<file path="src/design/sgma_pkg.sv">
// shared types, constants and helpers for the sobel gradient block
package sgma_pkg;

    localparam int MAX_WIDTH    = 2048;
    localparam int CORDIC_STEPS = 16;
    localparam int COL_W        = $clog2(MAX_WIDTH);
    localparam int CNT_W        = $clog2(MAX_WIDTH + 1);

    localparam logic [1:0] CFG_WIDTH    = 2'd0;
    localparam logic [1:0] CFG_HEIGHT   = 2'd1;
    localparam logic [1:0] CFG_KERNEL_X = 2'd2;
    localparam logic [1:0] CFG_KERNEL_Y = 2'd3;

    localparam logic [11:0] WIDTH_RESET    = 12'd640;
    localparam logic [15:0] HEIGHT_RESET   = 16'd480;
    localparam logic [35:0] KERNEL_X_RESET = 36'd4548780303;
    localparam logic [35:0] KERNEL_Y_RESET = 36'd4848619503;

    localparam logic signed [22:0] ANGLE_PI20 = 23'sd3294199;
    localparam logic signed [14:0] ANGLE_PI12 = 15'sd12868;

    // one 3x3 neighbourhood, row-major, row*3+column
    typedef struct packed {
        logic [8:0][7:0] pix;
        logic            last;
    } t_window;

    function automatic logic signed [22:0] arc_entry(input logic [4:0] i);
        logic signed [22:0] v;
        case (i)
            5'd0:    v = 23'sd823550;
            5'd1:    v = 23'sd486170;
            5'd2:    v = 23'sd256879;
            5'd3:    v = 23'sd130396;
            5'd4:    v = 23'sd65451;
            5'd5:    v = 23'sd32757;
            5'd6:    v = 23'sd16383;
            5'd7:    v = 23'sd8192;
            5'd8:    v = 23'sd4096;
            5'd9:    v = 23'sd2048;
            5'd10:   v = 23'sd1024;
            5'd11:   v = 23'sd512;
            5'd12:   v = 23'sd256;
            5'd13:   v = 23'sd128;
            5'd14:   v = 23'sd64;
            5'd15:   v = 23'sd32;
            5'd16:   v = 23'sd16;
            5'd17:   v = 23'sd8;
            5'd18:   v = 23'sd4;
            5'd19:   v = 23'sd2;
            5'd20:   v = 23'sd1;
            default: v = 23'sd0;
        endcase
        return v;
    endfunction

endpackage

</file>
<file path="src/design/sgma_fifo.sv">
// two-entry queue of windows between front and back
module sgma_fifo (
    input  logic              i_clk,
    input  logic              i_rst_n,
    input  logic              i_valid,
    output logic              o_ready,
    input  sgma_pkg::t_window i_data,
    output logic              o_valid,
    input  logic              i_ready,
    output sgma_pkg::t_window o_data
);
    sgma_pkg::t_window r_mem [2];
    logic       r_wp, r_rp;
    logic [1:0] r_cnt;
    logic       wr, rd;

    assign o_ready = (r_cnt != 2'd2);
    assign o_valid = (r_cnt != 2'd0);
    assign o_data  = r_mem[r_rp];
    assign wr = i_valid & o_ready;
    assign rd = o_valid & i_ready;

    always_ff @(posedge i_clk) begin
        if (!i_rst_n) begin
            r_wp  <= 1'b0;
            r_rp  <= 1'b0;
            r_cnt <= '0;
        end else begin
            if (wr) r_wp <= ~r_wp;
            if (rd) r_rp <= ~r_rp;
            r_cnt <= r_cnt + {1'b0, wr} - {1'b0, rd};
        end
    end

    always_ff @(posedge i_clk) begin
        if (wr) r_mem[r_wp] <= i_data;
    end

`ifndef SYNTHESIS
    a_cnt: assert property (@(posedge i_clk) disable iff (!i_rst_n)
        r_cnt <= 2'd2) else $error("queue overflow");
    a_ptr: assert property (@(posedge i_clk) disable iff (!i_rst_n)
        (r_cnt == 2'd0 || r_cnt == 2'd2) |-> (r_wp == r_rp)) else $error("pointer skew");
    a_cnt_step: assert property (@(posedge i_clk) disable iff (!i_rst_n)
        (wr && !rd) |=> (r_cnt == $past(r_cnt) + 2'd1)) else $error("count slip");
`endif

endmodule

</file>
<file path="config.mk">
export PLATFORM = sky130hd
export DESIGN_NAME = sgma_fifo
export DESIGN_NICKNAME = d
export VERILOG_FILES = /design/src/design/sgma_pkg.sv /design/src/design/sgma_fifo.sv
export SDC_FILE = /design/constraint.sdc
export NUM_CORES = 1
export LEC_CHECK = 0
export ABC_AREA = 1
export ABC_CLOCK_PERIOD_IN_PS = 6500
export BUFFER_PORTS_ARGS = -buffer_cell sky130_fd_sc_hd__buf_4
export CAP_MARGIN = 20
export CORE_ASPECT_RATIO = 0.8
export CORE_MARGIN = 1
export CORE_UTILIZATION = 37
export DETAILED_ROUTE_END_ITERATION = 8
export GPL_ROUTABILITY_DRIVEN = 0
export PLACE_DENSITY = 0.6
export RECOVER_POWER = 50
export SLEW_MARGIN = 40
export SYNTH_ARGS = -nofsm -noshare
export SYNTH_HDL_FRONTEND = slang
export SYNTH_SLANG_ARGS = --single-unit
</file>
<file path="constraint.sdc">
create_clock -name i_clk -period 6.5 [get_ports i_clk]
set_input_delay 0.65 -clock i_clk [delete_from_list [all_inputs] [get_ports i_clk]]
set_output_delay 0.65 -clock i_clk [all_outputs]
set_load 0.05 [all_outputs]
</file>
* After elaboration in Yosys (flattened, before gate mapping)
Memory sizes are Yosys's and may differ from the RTL's. A register that Yosys moved wholly into a read port is not among the register bits. Cells that the tools add are included. Widths: inputs -> output; s select.
Word-level totals: logic and storage cells 16, output and inout port bits 75, bits in read-only memories 0, bits in latches 0, memory bits (writable) 146, memories 1, register bits 4, bits of input ports 77
Operators by class: multiplexer cells 4, shift-type cells 0, order comparisons 0, multiply operators 0, reductions and logical operators 1, $add $sub $neg 2, bitwise gates (word level) 4, equal/unequal tests 1, divide/modulo/power cells 0
Memory list:
- r_mem | words 2, bits a word 73, rd ports 1, clocked after memory_dff 1, write ports 1, RTL line sgma_fifo.sv:12 | sgma_pkg::t_window r_mem [2];
Operators by type and width (number):
- $mux 1 | 4
- $add 2x1->2 | 1
- $and 1x1->1 | 2
- $ne 2x2->1 const B | 1
- $not 1->1 | 2
- $reduce_bool 2->1 | 1
- $sub 2x1->2 | 1

* Logic depth before layout (Yosys ltp)
depth after elaboration 4, depth in mapped cells 11, depth with buffers taken out 11

* Worst setup path before layout
OpenSTA, ideal clock, no wires.
kind register -> register, start point register r_cnt[0], end point memory r_mem[0][0] in the netlist's numbering, enable pin, path buffers 0, data arrival time 3.980 ns, clock period less this slack 4.485 ns, setup time 0.505 ns, required time 5.995 ns, path slack 2.015 ns, stages on the path, launching flop included 5, cells stage by stage dfxtp_1 inv_1 nand2_1 nand2_1 nor2_1
Between the ends: longest elaborated chain between the ends 4
RTL lines:
- start: declaration | RTL line sgma_fifo.sv:14 | logic [1:0] r_cnt;
- start signal: assignment | RTL line sgma_fifo.sv:31 | r_cnt <= r_cnt + {1'b0, wr} - {1'b0, rd};
- $ne 2x2->1 | RTL line sgma_fifo.sv:17 | assign o_ready = (r_cnt != 2'd2);
- named net o_ready | RTL line sgma_fifo.sv:6 | output logic o_ready,
- $and 1x1->1 | RTL line sgma_fifo.sv:20 | assign wr = i_valid & o_ready;
- $mux 1 | RTL line sgma_fifo.sv:36 | if (wr) r_mem[r_wp] <= i_data;
- $mux 1 (not written as such) | RTL line sgma_fifo.sv:36
- end: declaration | RTL line sgma_fifo.sv:12
The timed path passes the listed nets, and every way through them passes these cells.

* Worst setup path in the final report
start point register r_cnt[0], end point memory r_mem[1][28] in the netlist's numbering, enable pin
Between the ends: longest elaborated chain between the ends 4
RTL lines (RTL line):
- $ne 2x2->1 | sgma_fifo.sv:17
- $and 1x1->1 | sgma_fifo.sv:20
- $mux 1 | sgma_fifo.sv:36
- $mux 1 (not written as such) | sgma_fifo.sv:36
Every way passes these cells.

==> impl_metrics.env <==
export IMPL_crit_buf_inv=3
export IMPL_synthSimpleGateAreaFrac_pct=1.35
export IMPL_yosysUniqueCellTypes=12
export IMPL_finalCriticalPeriod_ns=2.92
export IMPL_endpoint_kind="flip-flop"
export IMPL_synthMuxAreaShare_pct=18.5
export IMPL_power_mw=3.46
export IMPL_wl_met1_mm=4.34
export IMPL_clk_latency_ns=0.41
export IMPL_h_tree_depth=4
export IMPL_post_cts_buffers=0
export IMPL_via_count=2880
export IMPL_syn2layout_area_growth_pct=30.4
export IMPL_antenna_found_initial=0
export IMPL_status="complete, but fails checks"
export IMPL_cts_buffer_depth=2
export IMPL_drv_cap=1
export IMPL_synthesis_area_um2=5860
export IMPL_drc=0
export IMPL_crit_family="buffers and inverters"
export IMPL_utilization_pct=50.1
export IMPL_crit_path_start_kind="flip-flop"
export IMPL_synth_compound_area_share_pct=0.171
export IMPL_post_route_period_util_pct=44.9
export IMPL_cts_inserted_buffers=17
export IMPL_drtIter0Drc=147
export IMPL_syn_inst=263
export IMPL_finalSetupViolCount=0
export IMPL_io_pins=152
export IMPL_yosys_area_top_type="edfxtp_1"
export IMPL_num_fill_cells=1304
export IMPL_cpPeakStageDelay_ns=1.15
export IMPL_highest_layer="met4"
export IMPL_ys_ff_latch=151
export IMPL_drt_total_wl_mm=10.2
export IMPL_synthAdderAreaFrac_pct=0.427
export IMPL_finalMaxSlewViolations=1
export IMPL_cts_resized=0
export IMPL_wire_per_inst_um=15.7
export IMPL_grt_max_degree=61
export IMPL_netlist_top_cells_area="edfxtp_1, mux2_4, buf_12"
export IMPL_hold_class="input port to flip-flop"
export IMPL_power_density_nw_per_um2=453
export IMPL_clkTransAtPathRegs_ns=0.06
export IMPL_start_util_pct=38.4
export IMPL_firstDrtPassIters=4
export IMPL_cts_tree="yes"
export IMPL_cp_slowest_cell="clkinvlp_2"
export IMPL_final_common_cell="edfxtp_1"
export IMPL_worstPathArrival_ns=3.01
export IMPL_violations="capacitance limit, slew limit"
export IMPL_hpwl_mm=6.57
export IMPL_seq_area_frac_synth_pct=76.5
export IMPL_crit_path_max_fanout=43
export IMPL_layout_drive_gt1_share_pct=53.7
export IMPL_cts_root_buf="clkbuf_16"
export IMPL_diodes=0
export IMPL_synth_top_family_by_area="multiplexers"
export IMPL_fin_skew_ns=0.00584
export IMPL_hold_violations=0
export IMPL_die_area_um2=16400
export IMPL_cts_num_sinks=151
export IMPL_grt_pass1_wl_mm=15.4
export IMPL_grt_use_total_pct=13.1
export IMPL_die_x_um=143
export IMPL_synth_top_area_share_pct=74.8
export IMPL_syn_avg_cell_area_um2=22.3
export IMPL_viasPerCell=4.42
export IMPL_met3_length_um=895
export IMPL_p_leak_nw=2.95
export IMPL_fmax_mhz=343
export IMPL_portBuffers=151
export IMPL_crit_chain="inv_1 > nand2_1 > nand3_1 > clkinvlp_2 > buf_4"
export IMPL_irDropWorstVdd_uv=226
export IMPL_grt_remaining_overflow=0
export IMPL_mostFrequentLayoutCells="edfxtp_1, buf_4, mux2_4"
export IMPL_synth_xor_area_share_pct=0
export IMPL_yosysWarnings=0
export IMPL_ant_nets=0
export IMPL_row_count=40
export IMPL_wl_met2_mm=4.86
export IMPL_coreArea_um2=15300
export IMPL_grt_pass1_vias=2991
export IMPL_slew_headroom_pct=-0.153
export IMPL_syn_nets=342
export IMPL_criticalPathCategory="flip-flop to flip-flop"
export IMPL_rsz0062_at_grt="no"
export IMPL_hold_buffers=0
export IMPL_die_y_um=115
export IMPL_finalNetCount=507
export IMPL_worstMarginPinSlew_ns=1.49
export IMPL_tns_ns=0
export IMPL_critPathRequiredTime_ns=6.59
-- cells by family after synthesis --
| kind of cell | Yosys count |
|---|---|
| buffers and inverters | 15 |
| and+or+nand+nor | 20 |
| adders and majority gates | 2 |
| AOI/OAI and AO/OA | 2 |
| DFF | 151 |
| muxes | 73 |
-- synth_stat cells (all sizes together) --
| cell | instances |
|---|---|
| nor2 | 8 |
| mux2 | 73 |
| ha | 2 |
| nand2 | 9 |
| dfxtp | 5 |
| a21oi | 2 |
| inv | 7 |
| edfxtp | 146 |
| nand3 | 3 |
| buf | 8 |
-- layer usage --
metal / up-vias / track usage (%)
li1: 1348 / -
met1: 1418 / 14.7
met2: 103 / 21.3
met3: 11 / 6.48
met4: 0 / 5.38
met5: - / 0
-- sequential cells by signal, indices dropped and copies added, names as in the netlist, named ones only --
register	count
r_rp	1
r_cnt	2
r_mem	146
r_wp	1
-- path summary, 6_finish.rpt --
path	to	startpoint	slack, ns	depth (start not counted)
worst max-delay path	r_mem[1][28]	r_cnt[0]	3.58	5
worst min register to register	r_rp	r_rp	0.52	2
worst max register to register	r_mem[1][28]	r_cnt[0]	3.58	5
worst min-delay path	r_mem[1][64]	i_data[64]	0.43	1
-- stage by stage --
step / hold WS (ns) / area [um^2] / cells / setup WS [ns]
3_5_place_dp: 0.500 / 7140 / 619 / 4.02
4_1_cts: 0.391 / 7730 / 651 / 3.56
5_1_grt: 0.413 / 7640 / 651 / 3.28
2_1_floorplan: 0.467 / 5860 / 263 / 2.02
3_3_place_gp: 0.492 / 7140 / 619 / 3.76
6_report: 0.433 / 7640 / 651 / 3.58
-- power by group --
group / switching (mW) / internal (mW)
clock network: 0.371 / 0.599
registers: 0.0472 / 1.24
logic: 0.774 / 0.434
-- area by class of cell --
cell class	instances	area, um^2	area share, %
clock buffers	18	429	5.61
clock inverters	14	158	2.06
inverters	7	27.5	0.360
multi-input cells	97	1200	15.7
flip-flops and latches	151	4490	58.7
well taps	210	263	3.44
repair buffers	154	1080	14.1
Power figures use the tool's default switching activity.
