File: src/design/sgma_pkg.sv
// shared types, constants and helpers for the sobel gradient block
package sgma_pkg;

    localparam int MAX_WIDTH    = 2048;
    localparam int CORDIC_STEPS = 16;
    localparam int COL_W        = $clog2(MAX_WIDTH);
    localparam int CNT_W        = $clog2(MAX_WIDTH + 1);

    localparam logic [1:0] CFG_WIDTH    = 2'd0;
    localparam logic [1:0] CFG_HEIGHT   = 2'd1;
    localparam logic [1:0] CFG_KERNEL_X = 2'd2;
    localparam logic [1:0] CFG_KERNEL_Y = 2'd3;

    localparam logic [11:0] WIDTH_RESET    = 12'd640;
    localparam logic [15:0] HEIGHT_RESET   = 16'd480;
    localparam logic [35:0] KERNEL_X_RESET = 36'd4548780303;
    localparam logic [35:0] KERNEL_Y_RESET = 36'd4848619503;

    localparam logic signed [22:0] ANGLE_PI20 = 23'sd3294199;
    localparam logic signed [14:0] ANGLE_PI12 = 15'sd12868;

    // one 3x3 neighbourhood, row-major, row*3+column
    typedef struct packed {
        logic [8:0][7:0] pix;
        logic            last;
    } t_window;

    function automatic logic signed [22:0] arc_entry(input logic [4:0] i);
        logic signed [22:0] v;
        case (i)
            5'd0:    v = 23'sd823550;
            5'd1:    v = 23'sd486170;
            5'd2:    v = 23'sd256879;
            5'd3:    v = 23'sd130396;
            5'd4:    v = 23'sd65451;
            5'd5:    v = 23'sd32757;
            5'd6:    v = 23'sd16383;
            5'd7:    v = 23'sd8192;
            5'd8:    v = 23'sd4096;
            5'd9:    v = 23'sd2048;
            5'd10:   v = 23'sd1024;
            5'd11:   v = 23'sd512;
            5'd12:   v = 23'sd256;
            5'd13:   v = 23'sd128;
            5'd14:   v = 23'sd64;
            5'd15:   v = 23'sd32;
            5'd16:   v = 23'sd16;
            5'd17:   v = 23'sd8;
            5'd18:   v = 23'sd4;
            5'd19:   v = 23'sd2;
            5'd20:   v = 23'sd1;
            default: v = 23'sd0;
        endcase
        return v;
    endfunction

endpackage

File: src/design/sgma_back.sv
// convolution, integer square root and cordic angle for one window
module sgma_back (
    input  logic              i_clk,
    input  logic              i_rst_n,
    input  logic [35:0]       i_kx,
    input  logic [35:0]       i_ky,
    input  logic              i_valid,
    output logic              o_ready,
    input  sgma_pkg::t_window i_win,
    output logic              o_valid,
    input  logic              i_ready,
    output logic [14:0]       o_magnitude,
    output logic [14:0]       o_direction,
    output logic              o_frame_end
);

    localparam logic [2:0] ST_IDLE = 3'd0;
    localparam logic [2:0] ST_SUM  = 3'd1;
    localparam logic [2:0] ST_SQ   = 3'd2;
    localparam logic [2:0] ST_RUN  = 3'd3;
    localparam logic [2:0] ST_FIN  = 3'd4;
    localparam logic [2:0] ST_OUT  = 3'd5;

    logic [2:0]  r_st;
    sgma_pkg::t_window r_win;
    logic [3:0]  r_k;
    logic signed [15:0] r_gx, r_gy;
    logic [31:0] r_v, r_res, r_bit;
    logic signed [35:0] r_cx, r_cy;
    logic signed [22:0] r_z, r_off;
    logic [4:0]  r_i;
    logic        r_zero;
    logic [14:0] r_mag, r_dir;
    logic        r_last;

    logic signed [4:0]  tx, ty;
    logic signed [15:0] px;
    logic signed [31:0] sq_x, sq_y;
    logic [31:0]        sumsq;
    logic signed [35:0] dx, dy;
    logic [31:0]        trial;
    logic signed [22:0] zf;
    logic signed [22:0] qa;
    logic signed [14:0] q;

    always_comb begin
        tx    = 5'(signed'(i_kx[r_k*4 +: 4]));
        ty    = 5'(signed'(i_ky[r_k*4 +: 4]));
        px    = 16'(signed'({1'b0, r_win.pix[r_k]}));
        sq_x  = r_gx * r_gx;
        sq_y  = r_gy * r_gy;
        sumsq = 32'(sq_x) + 32'(sq_y);
        dx    = r_cy >>> r_i;
        dy    = r_cx >>> r_i;
        trial = r_res + r_bit;
        zf    = r_z + r_off;
        if (zf >= 0)
            qa = (zf + 23'sd128) >>> 8;
        else
            qa = -((-zf + 23'sd128) >>> 8);
        if (qa > 23'(sgma_pkg::ANGLE_PI12))
            q = sgma_pkg::ANGLE_PI12;
        else if (qa < -23'(sgma_pkg::ANGLE_PI12))
            q = -sgma_pkg::ANGLE_PI12;
        else
            q = qa[14:0];
    end

    assign o_ready     = (r_st == ST_IDLE);
    assign o_valid     = (r_st == ST_OUT);
    assign o_magnitude = r_mag;
    assign o_direction = r_dir;
    assign o_frame_end = r_last;

    always_ff @(posedge i_clk) begin
        if (!i_rst_n) begin
            r_st <= ST_IDLE;
        end else begin
            case (r_st)
                ST_IDLE: begin
                    if (i_valid) begin
                        r_win <= i_win;
                        r_k   <= '0;
                        r_gx  <= '0;
                        r_gy  <= '0;
                        r_st  <= ST_SUM;
                    end
                end
                ST_SUM: begin
                    r_gx <= r_gx + 16'(tx * px);
                    r_gy <= r_gy + 16'(ty * px);
                    if (r_k == 4'd8)
                        r_st <= ST_SQ;
                    else
                        r_k <= r_k + 4'd1;
                end
                ST_SQ: begin
                    r_v    <= sumsq;
                    r_res  <= '0;
                    r_bit  <= 32'h4000_0000;
                    r_last <= r_win.last;
                    r_zero <= (r_gx == 0);
                    r_z    <= '0;
                    r_i    <= '0;
                    if (r_gy < 0) begin
                        r_cx  <= -(36'(r_gy) <<< 10);
                        r_cy  <= -(36'(r_gx) <<< 10);
                        r_off <= (r_gx > 0) ? sgma_pkg::ANGLE_PI20 : -sgma_pkg::ANGLE_PI20;
                    end else begin
                        r_cx  <= 36'(r_gy) <<< 10;
                        r_cy  <= 36'(r_gx) <<< 10;
                        r_off <= '0;
                    end
                    r_st <= ST_RUN;
                end
                ST_RUN: begin
                    // one root digit and one cordic rotation per cycle
                    if (r_bit != 0) begin
                        if (r_v >= trial) begin
                            r_v   <= r_v - trial;
                            r_res <= (r_res >> 1) + r_bit;
                        end else begin
                            r_res <= r_res >> 1;
                        end
                        r_bit <= r_bit >> 2;
                    end
                    if (32'(r_i) < 32'(sgma_pkg::CORDIC_STEPS)) begin
                        if (r_cy >= 0) begin
                            r_cx <= r_cx + dx;
                            r_cy <= r_cy - dy;
                            r_z  <= r_z + sgma_pkg::arc_entry(r_i);
                        end else begin
                            r_cx <= r_cx - dx;
                            r_cy <= r_cy + dy;
                            r_z  <= r_z - sgma_pkg::arc_entry(r_i);
                        end
                        r_i <= r_i + 5'd1;
                    end
                    if (r_bit == 0 && 32'(r_i) >= 32'(sgma_pkg::CORDIC_STEPS))
                        r_st <= ST_FIN;
                end
                ST_FIN: begin
                    r_mag <= 15'((r_v > r_res) ? r_res + 32'd1 : r_res);
                    if (r_zero)
                        r_dir <= r_off != 0 ? sgma_pkg::ANGLE_PI12 : 15'd0;
                    else
                        r_dir <= q;
                    r_st <= ST_OUT;
                end
                ST_OUT: begin
                    if (i_ready)
                        r_st <= ST_IDLE;
                end
                default: r_st <= ST_IDLE;
            endcase
        end
    end

`ifndef SYNTHESIS
    a_out_hold: assert property (@(posedge i_clk) disable iff (!i_rst_n)
        (o_valid && !i_ready) |=> o_valid) else $error("result dropped");
    a_mag_range: assert property (@(posedge i_clk) disable iff (!i_rst_n)
        o_valid |-> (o_magnitude <= 15'd25966)) else $error("magnitude out of range");
    a_take_idle: assert property (@(posedge i_clk) disable iff (!i_rst_n)
        (i_valid && o_ready) |=> (r_st == ST_SUM)) else $error("window not taken");
`endif

endmodule

File: config.mk
export PLATFORM = sky130hd
export DESIGN_NAME = sgma_back
export DESIGN_NICKNAME = d
export VERILOG_FILES = /design/src/design/sgma_pkg.sv /design/src/design/sgma_back.sv
export SDC_FILE = /design/constraint.sdc
export NUM_CORES = 2
export LEC_CHECK = 0
export BUFFER_PORTS_ARGS = -buffer_cell sky130_fd_sc_hd__buf_2
export CELL_PAD_IN_SITES_DETAIL_PLACEMENT = 0
export CELL_PAD_IN_SITES_GLOBAL_PLACEMENT = 1
export CORE_ASPECT_RATIO = 2
export CORE_MARGIN = 2
export CORE_UTILIZATION = 51
export CTS_CLUSTER_DIAMETER = 40
export DETAILED_ROUTE_END_ITERATION = 10
export GPL_TIMING_DRIVEN = 0
export PLACE_DENSITY = 0.82
export SYNTH_ARGS = -nofsm -noshare
export SYNTH_HDL_FRONTEND = slang
export SYNTH_SLANG_ARGS = --single-unit
export TNS_END_PERCENT = 50
File: constraint.sdc
create_clock -name i_clk -period 10.6 [get_ports i_clk]
set_input_delay 0.53 -clock i_clk [delete_from_list [all_inputs] [get_ports i_clk]]
set_output_delay 0.53 -clock i_clk [all_outputs]
set_load 0.02 [all_outputs]
Yosys cells after proc, flatten, opt, wreduce, memory -nomap -nowiden --
Memories as Yosys holds them, arrays and structs flattened. A register that Yosys moved wholly into a read port is not among the register bits. Index checks and enable logic that the tools add are counted.
Storage, ports and cells: register bits 363, memory bits (read-only) 1280, input port bits 149, output and inout port bits 33, logic and storage cells 151, memories 2
Operators by class: add/subtract/negate cells 22, multiply operators 4, magnitude comparators 11, equal/unequal tests 14, shift operators 4, mux-type cells 51, reductions and logical operators 17
Memories:
- (name not given) | depth 32, bits a word 20, rd ports 1, clocked after Yosys merged registers in 1, write ports 0, line sgma_pkg.sv:30 | case (i)
- (name not given) | depth 32, bits a word 20, rd ports 1, clocked after Yosys merged registers in 1, write ports 0, line sgma_pkg.sv:30
Operators by type and width (number):
- $mux W23 | 12
- $mux W36 | 6
- $pmux W32 S2 | 3
- $mux W32 | 5
- $pmux W36 S2 | 2
- $add A36 B36 Y36 | 2
- $neg A26 Y36 | 2
- $shiftx A36 B7 Y4 | 2
- $sshr A36 B5 Y36 | 2
- $sub A36 B36 Y36 | 2
- $add A32 B32 Y32 | 2
- $logic_not A32 Y1 | 2
- $mul A16 B16 Y32 | 2
- $pmux W16 S2 | 2
- $reduce_bool A32 Y1 | 2
- $mux W15 | 4
- $add A23 B23 Y23 | 2
- $add A23 B9 Y23 const B | 2
- $pmux W23 S2 | 1
- $ge A36 B1 Y1 const B | 1
- $add A16 B13 Y16 | 2
- $add A31 B32 Y32 | 1
- $bmux W8 S4 | 1
- $ge A32 B32 Y1 | 1
- 38 further kinds | 60

Depth between registers and ports, before layout --
word-level depth 9, mapped depth 32, mapped depth without buffers 30

Least setup slack after synthesis --
OpenSTA, ideal clock, no wires.
kind register to register, start register r_gy[15], end register r_v[30] (data pin), setup time 0.269 ns, data arrival time 8.522 ns, data required time 10.331 ns, setup slack 1.809 ns, stages on the path, launching flop included 30, buffers on the path 4, clock period less this slack 8.791 ns, path through edfxtp_1 -> clkbuf_1 -> clkbuf_1 -> clkbuf_1 -> clkbuf_1 -> and2_1 -> fa_1 -> fa_1 -> inv_1 -> fa_1 -> inv_1 -> fa_1 -> fa_1 -> fa_1 -> fa_1 -> inv_1 -> fa_1 -> inv_1 -> ha_1 -> or3_1 -> or3_1 -> a211oi_1 -> o31ai_1 -> a31oi_1 -> a21oi_1 -> a41oi_1 -> nand2_1 -> a31oi_1 -> xor2_1 -> o21ai_0
Between the ends: longest elaborated chain between the ends 3
Ends and longest elaborated chain:
- from (decl) | line sgma_back.sv:27 | logic signed [15:0] r_gx, r_gy;
- from (signal assigned) | line sgma_back.sv:91 | r_gy <= r_gy + 16'(ty * px);
- $mul A16 B16 Y32 | line sgma_back.sv:51 | sq_y = r_gy * r_gy;
- $add A32 B32 Y32 | line sgma_back.sv:52 | sumsq = 32'(sq_x) + 32'(sq_y);
- $pmux W32 S2 | line sgma_back.sv:79 | case (r_st)
- to (signal assigned) | line sgma_back.sv:98 | r_v <= sumsq;
- to (signal assigned) | line sgma_back.sv:120 | r_v <= r_v - trial;
- to (decl) | line sgma_back.sv:28 | logic [31:0] r_v, r_res, r_bit;
Every way passes these cells. A chain may end at the register's enable or synchronous reset.

Final worst setup path --
start register r_gy[6], end register r_v[30] (data pin)
Same word-level chain as after synthesis.

==> flow_metrics.py <==
metrics = {
    "finish": {
        "drive_above_1_share": 0.1025,
        "multiInputGateArea_sq_um": 37900,
        "fin_nets": 6836,
        "fillers": 9212,
        "fin_util": 0.5599,
        "regArea_sq_um": 10190,
        "syn_to_final_growth_pct": 8.845,
    },
    "routing": {
        "via_count": 41990,
        "dr.pass1.iters": 6,
        "drt_wl_total_um": 184400,
        "routedWlPerCell_um": 26.20,
        "first_iter_violations": 2447,
        "drcViolationCount": 0,
        "ant_nets": 0,
        "viasPerCell": 5.967,
    },
    "clocking": {
        "ctsLongestPathBuffers": 3,
        "cts_tree": "yes",
        "clock_sinks": 347,
        "cts_buffers": 49,
        "cts.clk_slew.worst_paths_ns": 0.07,
        "cts-root-buf": "clkbuf_16",
        "clock_latency_ns": 0.67,
        "cts_max_level": 2,
    },
    "worst_hold_path": {
        "hp-class": "primary input to flop",
        "worst_hold_path.num_cells": 1,
        "hold_end": "r_win[10]",
        "hold_path.startpoint": "i_win[10]",
    },
    "global_routing": {
        "grt_max_degree": 74,
        "grt_util_all_layers": 0.3568,
        "grt_pass1_vias": 45388,
        "grt_overflow_total": 0,
        "antenna_found_initial": 9,
        "grt_pass1_wl_um": 273300,
    },
    "synth": {
        "ys.flop_type": "edfxtp_1",
        "ys_seq_elements": 347,
        "synth_area_leader_cell": "fa_1",
        "yosysWarnings": 0,
        "netlist_top_cells_area": "fa_1 (22%), edfxtp_1 (19%), ha_1 (11%)",
        "synthTopCellsByCount": "inv_1 (817), fa_1 (576), nand2_1 (459)",
        "syn-cell-area_sq_um": 51930,
        "synth_nets": 6599,
        "synth_cell_types": 96,
        "yosysMostFrequentCell": "inv_1",
        "synthCells": 5417,
        "synth-seq-area-share": 0.1962,
        "synth_area_per_cell_sq_um": 9.587,
        "synth_edf_count": 324,
        "synthArstFlopShare": 0,
        "synth_top_area_share": 0.2220,
    },
    "sta": {
        "setup_violations": 0,
        "max_slew_margin": 0.04027,
        "finalHoldViolCount": 0,
        "worst_slew_pin_slew_ns": 1.426,
        "fin_crit_ns": 10.49,
        "timing.final.crit_share": 0.9897,
        "rsz0062_at_grt": "no",
        "max_freq_mhz": 95.32,
        "clock_skew_ns": 0.05542,
        "drv_slew": 0,
    },
    "run": {
        "maxCapViolCount": 0,
    },
    "worst_setup_path": {
        "critPathSlowestCell": "edfxtp_1",
        "crit_family": "adder cells",
        "critPathArrivalTime_ns": 10.82,
        "crit_path_end_kind": "flop",
        "critPathMaxStageDelay_ns": 0.70,
        "rr_worst_depth": 26,
        "r2r_slack_ns": 0.11,
        "startpoint_type": "flop",
        "cp_max_fo": 10,
        "r2r_end": "r_v[30]",
        "critPathRequiredTime_ns": 10.93,
        "setup.worst_path.class": "flop to flop",
        "r2r-start": "r_gy[6]",
        "critPathMostFrequentCell": "fa_1",
        "cp_num_buf_inv": 5,
    },
    "floorplanning": {
        "die_area_sq_um": 104600,
        "rows": 165,
        "die_x_um": 229.6,
        "core_sq_um": 101000,
        "start_util": 0.5144,
        "io_pins": 182,
        "fp.dieH_um": 455.3,
    },
    "placed_design": {
        "place_congestion": 1.053,
        "port_buffers": 181,
        "hpwl_um": 155900,
    },
    "run_status": {
        "outcome": "completed",
    },
}
-- layer usage --
| metal | vias to the layer above | wire (um) | global-route usage |
|---|---|---|---|
| met4 | 6 | 22300 | 0.3592 |
| met3 | 770 | 9032 | 0.05519 |
| met5 | - | 31 | 0 |
| met2 | 1569 | 99200 | 0.6778 |
| li1 | 18943 | - | - |
| met1 | 20702 | 53790 | 0.3065 |
-- layout by cell type (no fill, tap or decap), types with 36 or more instances in the layout --
cell / instances
o21bai_1: 49
a21o_1: 87
edfxtp_1: 324
fa_1: 576
xor2_1: 135
mux2_2: 40
clkbuf_16: 49
nand3_1: 66
o21a_1: 36
nor3_1: 99
a31oi_1: 54
a21oi_1: 227
o31ai_1: 44
o21ai_0: 200
nor2_1: 382
ha_1: 457
clkbuf_1: 133
nand2b_1: 52
buf_2: 201
mux2i_1: 69
nand2_1: 459
nor2b_1: 53
inv_1: 816
mux4_2: 137
and3_1: 54
and2_1: 97
or3_1: 41
xnor2_1: 263
-- kinds of logic after synthesis --
logic type	Yosys count	share of synthesized area
DFF	347	0.1962
xor gates and xnor gates	403	0.06862
muxes	246	0.08139
adders and majority gates	1034	0.3323
and+or+nand+nor	1437	0.1306
AOI/OAI and AO/OA	921	0.1157
buffers and inverters	1029	0.07522
-- worst max-delay path by stage --
stage	startpoint	to	slack, ns	cells after the start
CTS	r_gy[4]	r_v[30]	0.004	26
global placement	r_gy[15]	r_v[30]	-2.11	29
floorplan	r_gy[15]	r_v[30]	1.81	29
finish	r_gy[6]	r_v[30]	0.11	26
global route	r_gy[9]	r_v[30]	0.002	26
detailed placement	r_gy[15]	r_v[30]	-2.07	29
-- sequential cells by signal, summed over array words and instances (netlist names), named ones only --
| signal | flops |
|---|---|
| o_direction | 15 |
| o_frame_end | 1 |
| o_magnitude | 15 |
| r_bit | 16 |
| r_cx | 36 |
| r_cy | 36 |
| r_gx | 16 |
| r_gy | 16 |
| r_i | 5 |
| r_k | 4 |
| r_off | 3 |
| r_res | 32 |
| r_st | 3 |
| r_v | 32 |
| r_win | 73 |
| r_z | 23 |
| r_zero | 1 |
-- through the flow --
stage | hold slack, ns | instances | worst slack (ns) | area [sq um] | TNS, ns
6_report | 0.04653 | 7037 | 0.1096 | 56530 | 0
5_1_grt | 0.04072 | 7033 | 0.002034 | 56520 | 0
4_1_cts | 0.01832 | 7032 | 0.004221 | 56480 | 0
3_5_place_dp | 0.4276 | 6940 | -2.072 | 54660 | -11.72
3_3_place_gp | 0.4064 | 6934 | -2.107 | 54510 | -11.98
2_1_floorplan | 0.4003 | 5417 | 1.809 | 51930 | 0
-- cell type report --
cell class	instances	area share
diodes	6	0.0002656
plain buffers	205	0.01512
clock buffers	52	0.02189
clock inverters	40	0.009474
inverters	822	0.05476
multi-input cells	4041	0.6706
flip-flops and latches	347	0.1803
well taps	1336	0.02957
repair buffers	188	0.01808
-- repair_timing --
item / CTS / global route
pin swaps: 0 / 0
setup endpoints to repair: 11 / 6
setup buffers: 1 / 0
hold buffers: 0 / 0
resized for setup: 20 / 42
Power is not shown: default switching activity piles up to over one toggle a cycle in this logic, so the estimate is an artifact.
